===== config.mk =====
export PLATFORM = sky130hd
export DESIGN_NAME = des_key_schedule_core
export DESIGN_NICKNAME = d
export VERILOG_FILES = /design/src/rtl/desks_pkg.sv /design/src/rtl/desks_apb_regs.sv /design/src/rtl/desks_key_slot.sv /design/src/rtl/desks_round_gen.sv /design/src/rtl/des_key_schedule_core.sv
export SDC_FILE = /design/constraint.sdc
export NUM_CORES = 1
export LEC_CHECK = 0
export BUFFER_PORTS_ARGS = -buffer_cell sky130_fd_sc_hd__buf_2
export CAP_MARGIN = 30
export CORE_MARGIN = 4
export CORE_UTILIZATION = 40
export CTS_CLUSTER_SIZE = 30
export DETAILED_ROUTE_END_ITERATION = 16
export PLACE_DENSITY_LB_ADDON = 0.08
export RECOVER_POWER = 100
export SLEW_MARGIN = 20
export SYNTH_ARGS = -nofsm -noshare
export SYNTH_HDL_FRONTEND = slang
export SYNTH_HIERARCHICAL = 1
export SYNTH_SLANG_ARGS = --single-unit

===== constraint.sdc =====
create_clock -name i_clk -period 6.2 [get_ports i_clk]
set_input_delay 0.62 -clock i_clk [delete_from_list [all_inputs] [get_ports i_clk]]
set_output_delay 0.62 -clock i_clk [all_outputs]
set_load 0.02 [all_outputs]

===== src/rtl/desks_pkg.sv =====
// Shared definitions for the DES key schedule core: permutation tables,
// rotation schedule, register map and the key-slot handoff type.
// No dependencies.
package desks_pkg;

    localparam int HalfW   = 28;
    localparam int CdW     = 2 * HalfW;
    localparam int KeyW    = 64;
    localparam int SubkeyW = 48;
    localparam int RoundW  = 5;
    localparam int StepW   = 4;
    localparam int AddrW   = 3;
    localparam int DataW   = 32;

    localparam logic [StepW-1:0]  LastStep   = 4'd15;
    localparam logic [RoundW-1:0] LastRound  = 5'd16;
    localparam logic [AddrW-1:0]  RegRevAddr = 3'd0;

    // Left-rotation amount per round, round 1 first.
    localparam logic [1:0] RotSched [16] = '{
        2'd1, 2'd1, 2'd2, 2'd2, 2'd2, 2'd2, 2'd2, 2'd2,
        2'd1, 2'd2, 2'd2, 2'd2, 2'd2, 2'd2, 2'd2, 2'd1
    };

    localparam logic [6:0] Pc1Tab [CdW] = '{
        7'd57, 7'd49, 7'd41, 7'd33, 7'd25, 7'd17, 7'd9,  7'd1,  7'd58, 7'd50,
        7'd42, 7'd34, 7'd26, 7'd18, 7'd10, 7'd2,  7'd59, 7'd51, 7'd43, 7'd35,
        7'd27, 7'd19, 7'd11, 7'd3,  7'd60, 7'd52, 7'd44, 7'd36, 7'd63, 7'd55,
        7'd47, 7'd39, 7'd31, 7'd23, 7'd15, 7'd7,  7'd62, 7'd54, 7'd46, 7'd38,
        7'd30, 7'd22, 7'd14, 7'd6,  7'd61, 7'd53, 7'd45, 7'd37, 7'd29, 7'd21,
        7'd13, 7'd5,  7'd28, 7'd20, 7'd12, 7'd4
    };

    localparam logic [5:0] Pc2Tab [SubkeyW] = '{
        6'd14, 6'd17, 6'd11, 6'd24, 6'd1,  6'd5,  6'd3,  6'd28, 6'd15, 6'd6,
        6'd21, 6'd10, 6'd23, 6'd19, 6'd12, 6'd4,  6'd26, 6'd8,  6'd16, 6'd7,
        6'd27, 6'd20, 6'd13, 6'd2,  6'd41, 6'd52, 6'd31, 6'd37, 6'd47, 6'd55,
        6'd30, 6'd40, 6'd51, 6'd45, 6'd33, 6'd48, 6'd44, 6'd49, 6'd39, 6'd56,
        6'd34, 6'd53, 6'd46, 6'd42, 6'd50, 6'd36, 6'd29, 6'd32
    };

    // Key handed from the input slot to the round generator.
    typedef struct packed {
        logic              valid;
        logic              rev;
        logic [HalfW-1:0]  c;
        logic [HalfW-1:0]  d;
    } t_key_slot;

    // PC-1: DES bit n (1-based, MSB first) sits at key[64-n]. Pure wiring.
    function automatic logic [CdW-1:0] pc1(input logic [KeyW-1:0] key);
        logic [CdW-1:0] r;
        r = '0;
        for (int i = 0; i < CdW; i++) begin
            r[CdW-1-i] = key[KeyW - int'(Pc1Tab[i])];
        end
        return r;
    endfunction

    // PC-2 over C:D. Pure wiring.
    function automatic logic [SubkeyW-1:0] pc2(input logic [CdW-1:0] cd);
        logic [SubkeyW-1:0] r;
        r = '0;
        for (int i = 0; i < SubkeyW; i++) begin
            r[SubkeyW-1-i] = cd[CdW - int'(Pc2Tab[i])];
        end
        return r;
    endfunction

    // Shift for step k of a run. Forward: round k+1's amount, left.
    // Reverse: none on the first step, then the amount of round 17-k, right.
    function automatic logic [1:0] shift_amt(input logic rev,
                                             input logic [StepW-1:0] k);
        logic [StepW-1:0] idx;
        logic [1:0]       r;
        idx = rev ? (StepW'(0) - k) : k;
        r   = RotSched[idx];
        if (rev && (k == '0)) begin
            r = 2'd0;
        end
        return r;
    endfunction

    function automatic logic [HalfW-1:0] rot28(input logic [HalfW-1:0] x,
                                               input logic rev,
                                               input logic [1:0] amt);
        logic [HalfW-1:0] r;
        case (amt)
            2'd1:    r = rev ? {x[0], x[HalfW-1:1]}     : {x[HalfW-2:0], x[HalfW-1]};
            2'd2:    r = rev ? {x[1:0], x[HalfW-1:2]}   : {x[HalfW-3:0], x[HalfW-1:HalfW-2]};
            default: r = x;
        endcase
        return r;
    endfunction

endpackage


===== src/rtl/desks_apb_regs.sv =====
// APB-style configuration register file: holds reverse_order.
// Depends on desks_pkg.
module desks_apb_regs import desks_pkg::*; (
    input  logic             i_clk,
    input  logic             i_rst_n,
    input  logic             psel,
    input  logic             penable,
    input  logic             pwrite,
    input  logic [AddrW-1:0] paddr,
    input  logic [DataW-1:0] pwdata,
    output logic [DataW-1:0] prdata,
    output logic             pready,
    output logic             o_reverse_order
);

    logic r_rev;
    logic n_rev;
    logic wr_en;

    // Word-granular decode: the byte offset within a word is ignored.
    assign pready = 1'b1;
    assign wr_en  = psel && penable && pwrite &&
                    (paddr[AddrW-1:2] == RegRevAddr[AddrW-1:2]);

    always_comb begin
        n_rev = r_rev;
        if (wr_en) begin
            n_rev = pwdata[0];
        end
    end

    always_ff @(posedge i_clk) begin
        if (!i_rst_n) begin
            r_rev <= 1'b0;
        end else begin
            r_rev <= n_rev;
        end
    end

    always_comb begin
        unique case (paddr[AddrW-1:2])
            RegRevAddr[AddrW-1:2]: prdata = {{(DataW-1){1'b0}}, r_rev};
            default:               prdata = '0;
        endcase
    end

    assign o_reverse_order = r_rev;

endmodule


===== src/rtl/desks_key_slot.sv =====
// Input slot: registers one key after PC-1 along with the order bit.
// Depends on desks_pkg.
module desks_key_slot import desks_pkg::*; (
    input  logic            i_clk,
    input  logic            i_rst_n,
    input  logic            i_in_valid,
    output logic            o_in_stall,
    input  logic [KeyW-1:0] i_key,
    input  logic            i_reverse_order,
    input  logic            i_take,
    output t_key_slot       o_slot
);

    logic             r_valid;
    logic             r_rev;
    logic [HalfW-1:0] r_c;
    logic [HalfW-1:0] r_d;
    logic             accept;
    logic [CdW-1:0]   cd;

    // Slot is free in the cycle after the generator picks it up.
    assign o_in_stall = r_valid;
    assign accept     = i_in_valid && !r_valid;
    assign cd         = pc1(i_key);

    always_ff @(posedge i_clk) begin
        if (!i_rst_n) begin
            r_valid <= 1'b0;
        end else if (accept) begin
            r_valid <= 1'b1;
        end else if (i_take) begin
            r_valid <= 1'b0;
        end
    end

    always_ff @(posedge i_clk) begin
        if (accept) begin
            r_rev <= i_reverse_order;
            r_c   <= cd[CdW-1:HalfW];
            r_d   <= cd[HalfW-1:0];
        end
    end

    assign o_slot = '{valid: r_valid, rev: r_rev, c: r_c, d: r_d};

endmodule


===== src/rtl/desks_round_gen.sv =====
// Round generator: rotates C/D one round per cycle while the output is not
// stalled, PC-2 into the output register. Depends on desks_pkg.
module desks_round_gen import desks_pkg::*; (
    input  logic               i_clk,
    input  logic               i_rst_n,
    input  t_key_slot          i_slot,
    output logic               o_take,
    output logic               o_out_valid,
    input  logic               i_out_stall,
    output logic [SubkeyW-1:0] o_subkey,
    output logic [RoundW-1:0]  o_round_number,
    output logic               o_last
);

    logic               r_busy;
    logic               r_rev;
    logic [StepW-1:0]   r_step;
    logic [HalfW-1:0]   r_c;
    logic [HalfW-1:0]   r_d;
    logic               r_ov;
    logic [SubkeyW-1:0] r_subkey;
    logic [RoundW-1:0]  r_round;
    logic               r_last;

    logic               out_free;
    logic               fire;
    logic               cur_rev;
    logic [StepW-1:0]   cur_k;
    logic [HalfW-1:0]   cur_c;
    logic [HalfW-1:0]   cur_d;
    logic [1:0]         amt;
    logic [HalfW-1:0]   n_c;
    logic [HalfW-1:0]   n_d;
    logic [RoundW-1:0]  n_round;

    assign out_free = !r_ov || !i_out_stall;
    assign fire     = out_free && (r_busy || i_slot.valid);
    assign o_take   = fire && !r_busy;

    always_comb begin
        cur_rev = r_busy ? r_rev  : i_slot.rev;
        cur_k   = r_busy ? r_step : '0;
        cur_c   = r_busy ? r_c    : i_slot.c;
        cur_d   = r_busy ? r_d    : i_slot.d;
        amt     = shift_amt(cur_rev, cur_k);
        n_c     = rot28(cur_c, cur_rev, amt);
        n_d     = rot28(cur_d, cur_rev, amt);
        n_round = cur_rev ? (LastRound - {1'b0, cur_k})
                          : ({1'b0, cur_k} + RoundW'(1));
    end

    always_ff @(posedge i_clk) begin
        if (!i_rst_n) begin
            r_busy <= 1'b0;
            r_ov   <= 1'b0;
        end else begin
            if (fire) begin
                r_busy <= (cur_k != LastStep);
                r_ov   <= 1'b1;
            end else if (!i_out_stall) begin
                r_ov   <= 1'b0;
            end
        end
    end

    always_ff @(posedge i_clk) begin
        if (fire) begin
            r_rev    <= cur_rev;
            r_step   <= cur_k + StepW'(1);
            r_c      <= n_c;
            r_d      <= n_d;
            r_subkey <= pc2({n_c, n_d});
            r_round  <= n_round;
            r_last   <= (cur_k == LastStep);
        end
    end

    assign o_out_valid    = r_ov;
    assign o_subkey       = r_subkey;
    assign o_round_number = r_round;
    assign o_last         = r_last;

endmodule


===== src/rtl/des_key_schedule_core.sv =====
// DES key schedule core, top level: config registers, input slot and
// round generator. Depends on desks_pkg and the desks_* submodules.
//
//  channel   direction  handshake               word
//  in        sink       i_in_valid/o_in_stall   i_key (64b)
//  out       source     o_out_valid/i_out_stall o_subkey, o_round_number, o_last
//  cfg       APB slave  psel/penable/pready     reverse_order at 0x0
//
// Each key yields sixteen subkey words, one per cycle while the output is
// not stalled, and the next key is taken as soon as a run ends when keys
// arrive steadily. The first word passes the input slot, which loads at the
// accepting edge, and then the generator output register. The round
// generator is the pacing unit.
// The input slot holds one key, so the next key is taken while the current
// run is still going; an output stall freezes the generator in place.
// Reset is synchronous, active low; it clears valids and reverse_order.
module des_key_schedule_core import desks_pkg::*; (
    input  logic               i_clk,
    input  logic               i_rst_n,
    // input words
    input  logic               i_in_valid,
    output logic               o_in_stall,
    input  logic [KeyW-1:0]    i_key,
    // result words
    output logic               o_out_valid,
    input  logic               i_out_stall,
    output logic [SubkeyW-1:0] o_subkey,
    output logic [RoundW-1:0]  o_round_number,
    output logic               o_last,
    // configuration
    input  logic               psel,
    input  logic               penable,
    input  logic               pwrite,
    input  logic [AddrW-1:0]   paddr,
    input  logic [DataW-1:0]   pwdata,
    output logic [DataW-1:0]   prdata,
    output logic               pready
);

    logic      reverse_order;
    logic      take;
    t_key_slot slot;

    desks_apb_regs u_regs (
        .i_clk           (i_clk),
        .i_rst_n         (i_rst_n),
        .psel            (psel),
        .penable         (penable),
        .pwrite          (pwrite),
        .paddr           (paddr),
        .pwdata          (pwdata),
        .prdata          (prdata),
        .pready          (pready),
        .o_reverse_order (reverse_order)
    );

    // Order bit is captured with the key and rides along for the whole run.
    desks_key_slot u_slot (
        .i_clk           (i_clk),
        .i_rst_n         (i_rst_n),
        .i_in_valid      (i_in_valid),
        .o_in_stall      (o_in_stall),
        .i_key           (i_key),
        .i_reverse_order (reverse_order),
        .i_take          (take),
        .o_slot          (slot)
    );

    // Forward runs rotate left before each subkey; reverse runs emit K16
    // straight from PC-1 and then undo the left rotations one by one.
    desks_round_gen u_gen (
        .i_clk          (i_clk),
        .i_rst_n        (i_rst_n),
        .i_slot         (slot),
        .o_take         (take),
        .o_out_valid    (o_out_valid),
        .i_out_stall    (i_out_stall),
        .o_subkey       (o_subkey),
        .o_round_number (o_round_number),
        .o_last         (o_last)
    );

endmodule


==> reports/results.txt, run 1 <==
Status: finished, violations left
Failing checks: capacitance limit, slew limit
EDFF count, synth: 124
RSZ-0062 raised after global routing: no
Ys flop type: edfxtp_1
Storage element area: 3810 um2
Max transition margin: -139%
Routed len/inst: 20.2 um
Post-Synth Adder-Cell Area: 0.459%
Switching part of the total: 35.2%
Critical path type: flop to flop
Max-Cap Viols: 2
First-pass GRT wire length: 32,900 um
Area Overhead vs Synth: 9.60%
Hold Fails Final Rpt: 0
I/O Buffers: 121
CTS buffer count: 17
Final period utilization: 71.7%
Max Fclk: 225 MHz
Internal power: 2270 uW
Syn avg cell area: 11.0 um2
Post-CTS Setup Bufs: 0
Clock Skews: 0.00828 ns
Worst IR Drop VDD: 0.189 mV
Vias in the first global route: 6,044
Critical Path RT: 6.38 ns
Starting density of the core: 40.5%
Clk pwr share: 29.9%
Fin crit period: 4.45 ns
Final Cell Area: 8960 um2
Worst hold path class: input port to flop
Crit-path max FO: 77
Top-Level Pins: 195
Slowest cell on crit path: ha_4
H-tree depth: 4
Post-synthesis xor/xnor area fraction: 0.536%
Largest net degree at the start of global routing: 78
Die Y: 151 um
Share of post-route cells with drive strength above 1: 13.4%
DRT iter0 DRCs: 470
Placed inst area: 8460 um2
Post-DP HPWL: 12,800 um
Core footprint: 20,200 um2
Placer Congestion: 0.799
Residual DRC: 0
Vias: 6,060
Slew @ Worst Pin: 3.59 ns
Crit path buf inv count: 2
CTS tree: yes
Flip-flop and latch count after synthesis: 128
Yosys Warn Count: 6
Distinct cells, synth: 40
CP top delay family: buffers and inverters
CTS clock-pin slew for the worst setup and hold paths: 0.06 ns
Cells after Synth: 743
Multi-input logic area: 3570 um2
CP cell instances: buf_4 > nand2b_1 > mux2i_1 > mux2i_1 > o221ai_1 > ha_4 > clkbuf_1 > nand2_1 > o31a_1
Residual overflow from global routing: 0
CP Capture Type: flop
Setup TNS: 0 ns
Max clock buf depth: 2
GR Util All Layers: 18.5%
Post-DRT Antenna Nets: 0
Share of synthesized flip-flops with an asynchronous set or reset: 0%
Clk root buf: clkbuf_16
Crit path launch type: flop
Cell area after synthesis: 8170 um2
Vias/cell: 5.70
Combinational power share: 31.3%
Slowest stage delay, CP: 0.88 ns
Mux contribution to synthesized area: 7.50%
Initial antenna violation count: 0
Largest family of logic cells by synthesized area: compound AO/OA/AOI/OAI gates
Final #Nets: 890
Simple-Gate Fraction of Synth Area: 13.7%
Part of the power in registers: 38.8%
Inserted Diodes: 0
Die X: 151 um
Resized Gates After CTS: 0
DRT Pass-1 Iters: 5
Switch Pwr: 1230 uW
Final Setup Violations: 0
Synth Area in Compound Gates: 19.7%
Row count: 52
Pwr dens: 390 nW/um2
Final slew viol count: 84
Fill cells: 1,957
Detailed Route WL: 21,400 um
Sequential area share after synthesis: 46.5%
Die area: 22,800 um2
CP arrival: 4.63 ns
Clock Latency Late Sink: 0.43 ns
R2R setup slack: 1.75 ns
Pleak: 0.00341 uW
CTS Sinks: 128
Hold_buf cts: 0
Most frequent CP cell: mux2i_1
[cell families after synthesis]
group,Yosys count
and+or+nand+nor,206
AOI/OAI and AO/OA,190
buffers and inverters,148
DFF,128
muxes,61
xor gates and xnor gates,5
adders and majority gates,3
other,2
[power by group through the flow]
stage	clock network, uW	logic, uW	registers (uW)
after global routing	1100	1190	1380
after floorplan	0	977	1320
after detailed placement	0	1120	1370
after global placement	0	1110	1360
final	1040	1100	1360
after CTS	1080	1130	1350
[metal layers]
layer | track usage [%] | part of all wire, %
met5 | 0 | 0
met4 | 5.21 | 1.1
met3 | 4.19 | 5.3
met1 | 22.8 | 43
met2 | 32.6 | 50
[final timing paths]
| check | startpoint | endpoint | cells past startpoint |
|---|---|---|---|
| worst max-delay path | u_gen/r_busy | u_gen/r_c[11] | 9 |
| worst min-delay path | i_key[60] | u_slot/r_d[0] | 1 |
| worst max register to register | u_gen/r_busy | u_gen/r_c[11] | 9 |
| worst min register to register | u_regs/o_reverse_order | u_slot/r_rev | 0 |
[through the flow]
step | util (%) | total power (uW) | cells | hold slack, ns | worst slack (ns)
after floorplan | - | 2300 | 773 | 0.422 | 1.72
after global placement | 41.8 | 2470 | 1031 | 0.456 | 2.18
after detailed placement | 41.9 | 2490 | 1032 | 0.459 | 2.17
after CTS | 45.0 | 3560 | 1064 | 0.336 | 2.17
after global routing | 44.4 | 3670 | 1064 | 0.340 | 1.42
final | 44.4 | 3500 | 1064 | 0.360 | 1.75
[state kept, by name, summed over array words and instances, names as in the netlist]
signal	count
u_slot/r_c	28
u_slot/r_d	28
u_gen/r_c	27
u_gen/r_d	27
u_gen/o_round_number	5
u_gen/r_step	4
u_gen/o_subkey	2
u_gen/o_last	1
u_gen/o_out_valid	1
u_gen/r_busy	1
u_gen/r_rev	1
u_regs/o_reverse_order	1
u_slot/o_in_stall	1
u_slot/r_rev	1
[area by class of cell]
type,count,share of cell area [%]
flip-flops and latches,128,42.5
multi-input cells,497,39.8
repair buffers,132,6.86
clock buffers,17,4.75
well taps,270,3.77
clock inverters,15,2.07
inverters,5,0.209
[layout by cell type (no fill, tap or decap), types with 4 or more instances in the layout]
cell / count
edfxtp_1: 124
and3_1: 113
o22a_1: 111
clkbuf_1: 67
nand2_1: 65
mux2i_1: 59
buf_2: 58
o31a_1: 56
conb_1: 32
clkbuf_16: 17
o21ai_0: 8
nor2_1: 7
buf_4: 6
clkinvlp_4: 5
inv_1: 5
nor2b_1: 5
xnor2_1: 4
a21oi_1: 4
[cell usage after synthesis (4+ instances only)]
| master | n | area share, % |
|---|---|---|
| edfxtp_1 | 124 | 46 |
| and3_1 | 113 | 8.6 |
| o22a_1 | 111 | 12 |
| buf_4 | 84 | 7.7 |
| nand2_1 | 66 | 3.0 |
| mux2i_1 | 59 | 7.2 |
| o31a_1 | 56 | 6.0 |
| clkbuf_1 | 30 | 1.4 |
| buf_2 | 23 | 1.4 |
| o21ai_0 | 8 | 0.49 |
| nor2_1 | 7 | 0.32 |
| nor2b_1 | 6 | 0.46 |
| a21oi_1 | 5 | 0.31 |
| buf_6 | 5 | 0.69 |
| inv_1 | 5 | 0.23 |
| dfxtp_1 | 4 | 0.98 |
| xnor2_1 | 4 | 0.43 |
Power figures use the tool's default switching activity.
==> inputs of run 2 (changes only) <==
clock period = 3.9 ns   (was 6.2 ns; I/O delays follow)
==> run 2 against run 1 <==
  * The run still ends with capacitance limit, slew limit left
  * First-iteration DRC count decreased by 16%
  * Wire length increased by 0.16%
  * Core utilization up 0.16 points
  * Combinational power rose by 62%
  * Setup slack worse by 1.2 ns
  * Sequential cell count unchanged
  * Design area up 0.36%
  * Largest cell class unchanged
==> reports/results.txt, run 2 (synthesized netlist as in run 1, its figures left out) <==
DRT Pass-1 Iters: 5 (unchanged)
Hold path start: i_key[58]
GRT met3 Usage: 4.16% (-0.030 points)
Starting density of the core: 40.5% (unchanged)
Post-CTS Setup Bufs: 0 (unchanged)
Core footprint: 20,200 um2 (unchanged)
Die area: 22,800 um2 (unchanged)
Resized Gates After CTS: 0 (unchanged)
Top-Level Pins: 195 (unchanged)
Switch Pwr: 1900 uW (+55%)
GRT busiest layer: met2
Die X: 151 um (unchanged)
Max Fclk: 301 MHz (+34%)
Share of post-route cells with drive strength above 1: 13.4% (+0.042 points)
Pwr dens: 613 nW/um2 (+57%)
CP Launch Point: u_gen/r_step[1]
Internal power: 3610 uW (+59%)
Crit path launch type: flop
Final #Nets: 895 (+0.56%)
Final Cell Area: 8990 um2 (+0.36%)
Slew @ Worst Pin: 1.64 ns (-1.95 ns)
Fin crit period: 3.32 ns (-1.13 ns)
Final period utilization: 85.1% (+13 points)
Regs by FF count: u_slot/r_c: 28 flops, u_slot/r_d: 28 flops
Combinational power share: 32.4% (+1.1 points)
Post-DRT Antenna Nets: 0 (unchanged)
Clk root buf: clkbuf_16
Leading cell type in the layout, fill and taps excluded: edfxtp_1
Critical Path RT: 4.18 ns (-2.20 ns)
Vias: 6,080 (+0.33%)
Initial antenna violation count: 0 (unchanged)
Routed len/inst: 20.1 um (-0.31%)
Hold Fails Final Rpt: 0 (unchanged)
Worst hold path class: input port to flop
Final slew viol count: 58 (-31%)
Worst R2R Start: u_gen/r_step[1]
Placed inst area: 8520 um2 (+0.80%)
CTS Sinks: 128 (unchanged)
Clk pwr share: 28.9% (-1.0 points)
Critical path type: flop to flop
CP arrival: 3.60 ns (-1.03 ns)
Largest net degree at the start of global routing: 58 (-26%)
Clock Skews: 0.00989 ns (+0.00161 ns)
Crit-path max FO: 56 (-27%)
RSZ-0062 raised after global routing: no
Placer Congestion: 0.789 (-1.2%)
Final Setup Violations: 0 (unchanged)
Clock Latency Late Sink: 0.42 ns (about the same)
CTS buffer count: 17 (unchanged)
DRT iter0 DRCs: 394 (-16%)
Die Y: 151 um (unchanged)
Row count: 52 (unchanged)
Vias in the first global route: 6,030 (-0.23%)
Max transition margin: -9.17% (+130 points)
Setup TNS: 0 ns (unchanged)
Max-Cap Viols: 2 (unchanged)
CP Capture Type: flop
H-tree depth: 4 (unchanged)
Max clock buf depth: 2 (unchanged)
Area Overhead vs Synth: 10.0%
GR Util met1: 23.4% (+0.66 points)
Inserted Diodes: 0 (unchanged)
I/O Buffers: 121 (unchanged)
Part of the power in registers: 38.8% (about the same)
Pleak: 0.00346 uW (+1.5%)
Residual overflow from global routing: 0 (unchanged)
Vias/cell: 5.69 (-0.14%)
First-pass GRT wire length: 33,000 um (+0.42%)
GR Layer Usage met2: 31.6% (-1.0 points)
GR Util All Layers: 18.5% (about the same)
Residual DRC: 0 (unchanged)
Status: finished, violations left
Switching part of the total: 34.5% (-0.64 points)
Failing checks: capacitance limit, slew limit
CTS clock-pin slew for the worst setup and hold paths: 0.06 ns (about the same)
Hold_buf cts: 0 (unchanged)
Post-DP HPWL: 13,400 um (+4.4%)
Worst IR Drop VDD: 0.284 mV (+51%)
Detailed Route WL: 21,500 um (+0.16%)
CTS tree: yes
Commonest cells after routing, fill and taps aside: edfxtp_1, and3_1, o22a_1
run 2: through the flow:
step                      hold WS, ns  power [uW]  util [%]  setup WS [ns]  instances
final                           0.140        5510      44.6          0.581       1069
after floorplan                 0.422        3640         -          0.325        773
after global placement          0.464        3960      42.3          0.924       1037
after detailed placement        0.467        3990      42.3          0.831       1037
after CTS                       0.118        5610      45.1          0.818       1069
after global routing            0.116        5810      44.6          0.285       1069
run 2: path summary, 6_finish.rpt:
check | endpoint | slack, ns | cells after the start
worst max register to register | u_gen/r_c[19] | 0.58 | 9
worst min-delay path | u_slot/r_d[12] | 0.14 | 1
worst max-delay path | u_gen/r_c[19] | 0.58 | 9
worst min register to register | u_slot/r_rev | 0.48 | 0
run 2: worst max-delay path, stage by stage (launching register included):
cell,delay [ns]
edfxtp_1,0.52
nand2_1,0.10
ha_1,0.24
nor2b_1,0.15
mux2i_1,0.41
mux2i_1,0.16
o221ai_1,0.24
ha_2,0.90
and3_1,0.29
o31a_1,0.14
run 2: per-layer routing:
| layer | up-vias | part of all wire, % |
|---|---|---|
| met5 | - | 0 |
| met4 | 0 | 1.5 |
| met3 | 22 | 6.1 |
| met2 | 239 | 49 |
| met1 | 2974 | 44 |
| li1 | 2845 | - |
run 2: area by class of cell:
class / instances / area [um2]
sequential: 128 / 3800
tap: 270 / 338
inverter: 5 / 18.8
multi-input combinational: 497 / 3560
clock buffer: 19 / 433
fill: 1917 / 11200
timing repair buffer: 137 / 689
clock inverter: 13 / 145
run 2: power groups by stage:
stage / clock network (uW) / registers (uW) / logic (uW)
after detailed placement: 0 / 2160 / 1830
after floorplan: 0 / 2090 / 1550
after CTS: 1630 / 2130 / 1840
final: 1590 / 2130 / 1780
after global routing: 1690 / 2170 / 1940
after global placement: 0 / 2150 / 1810
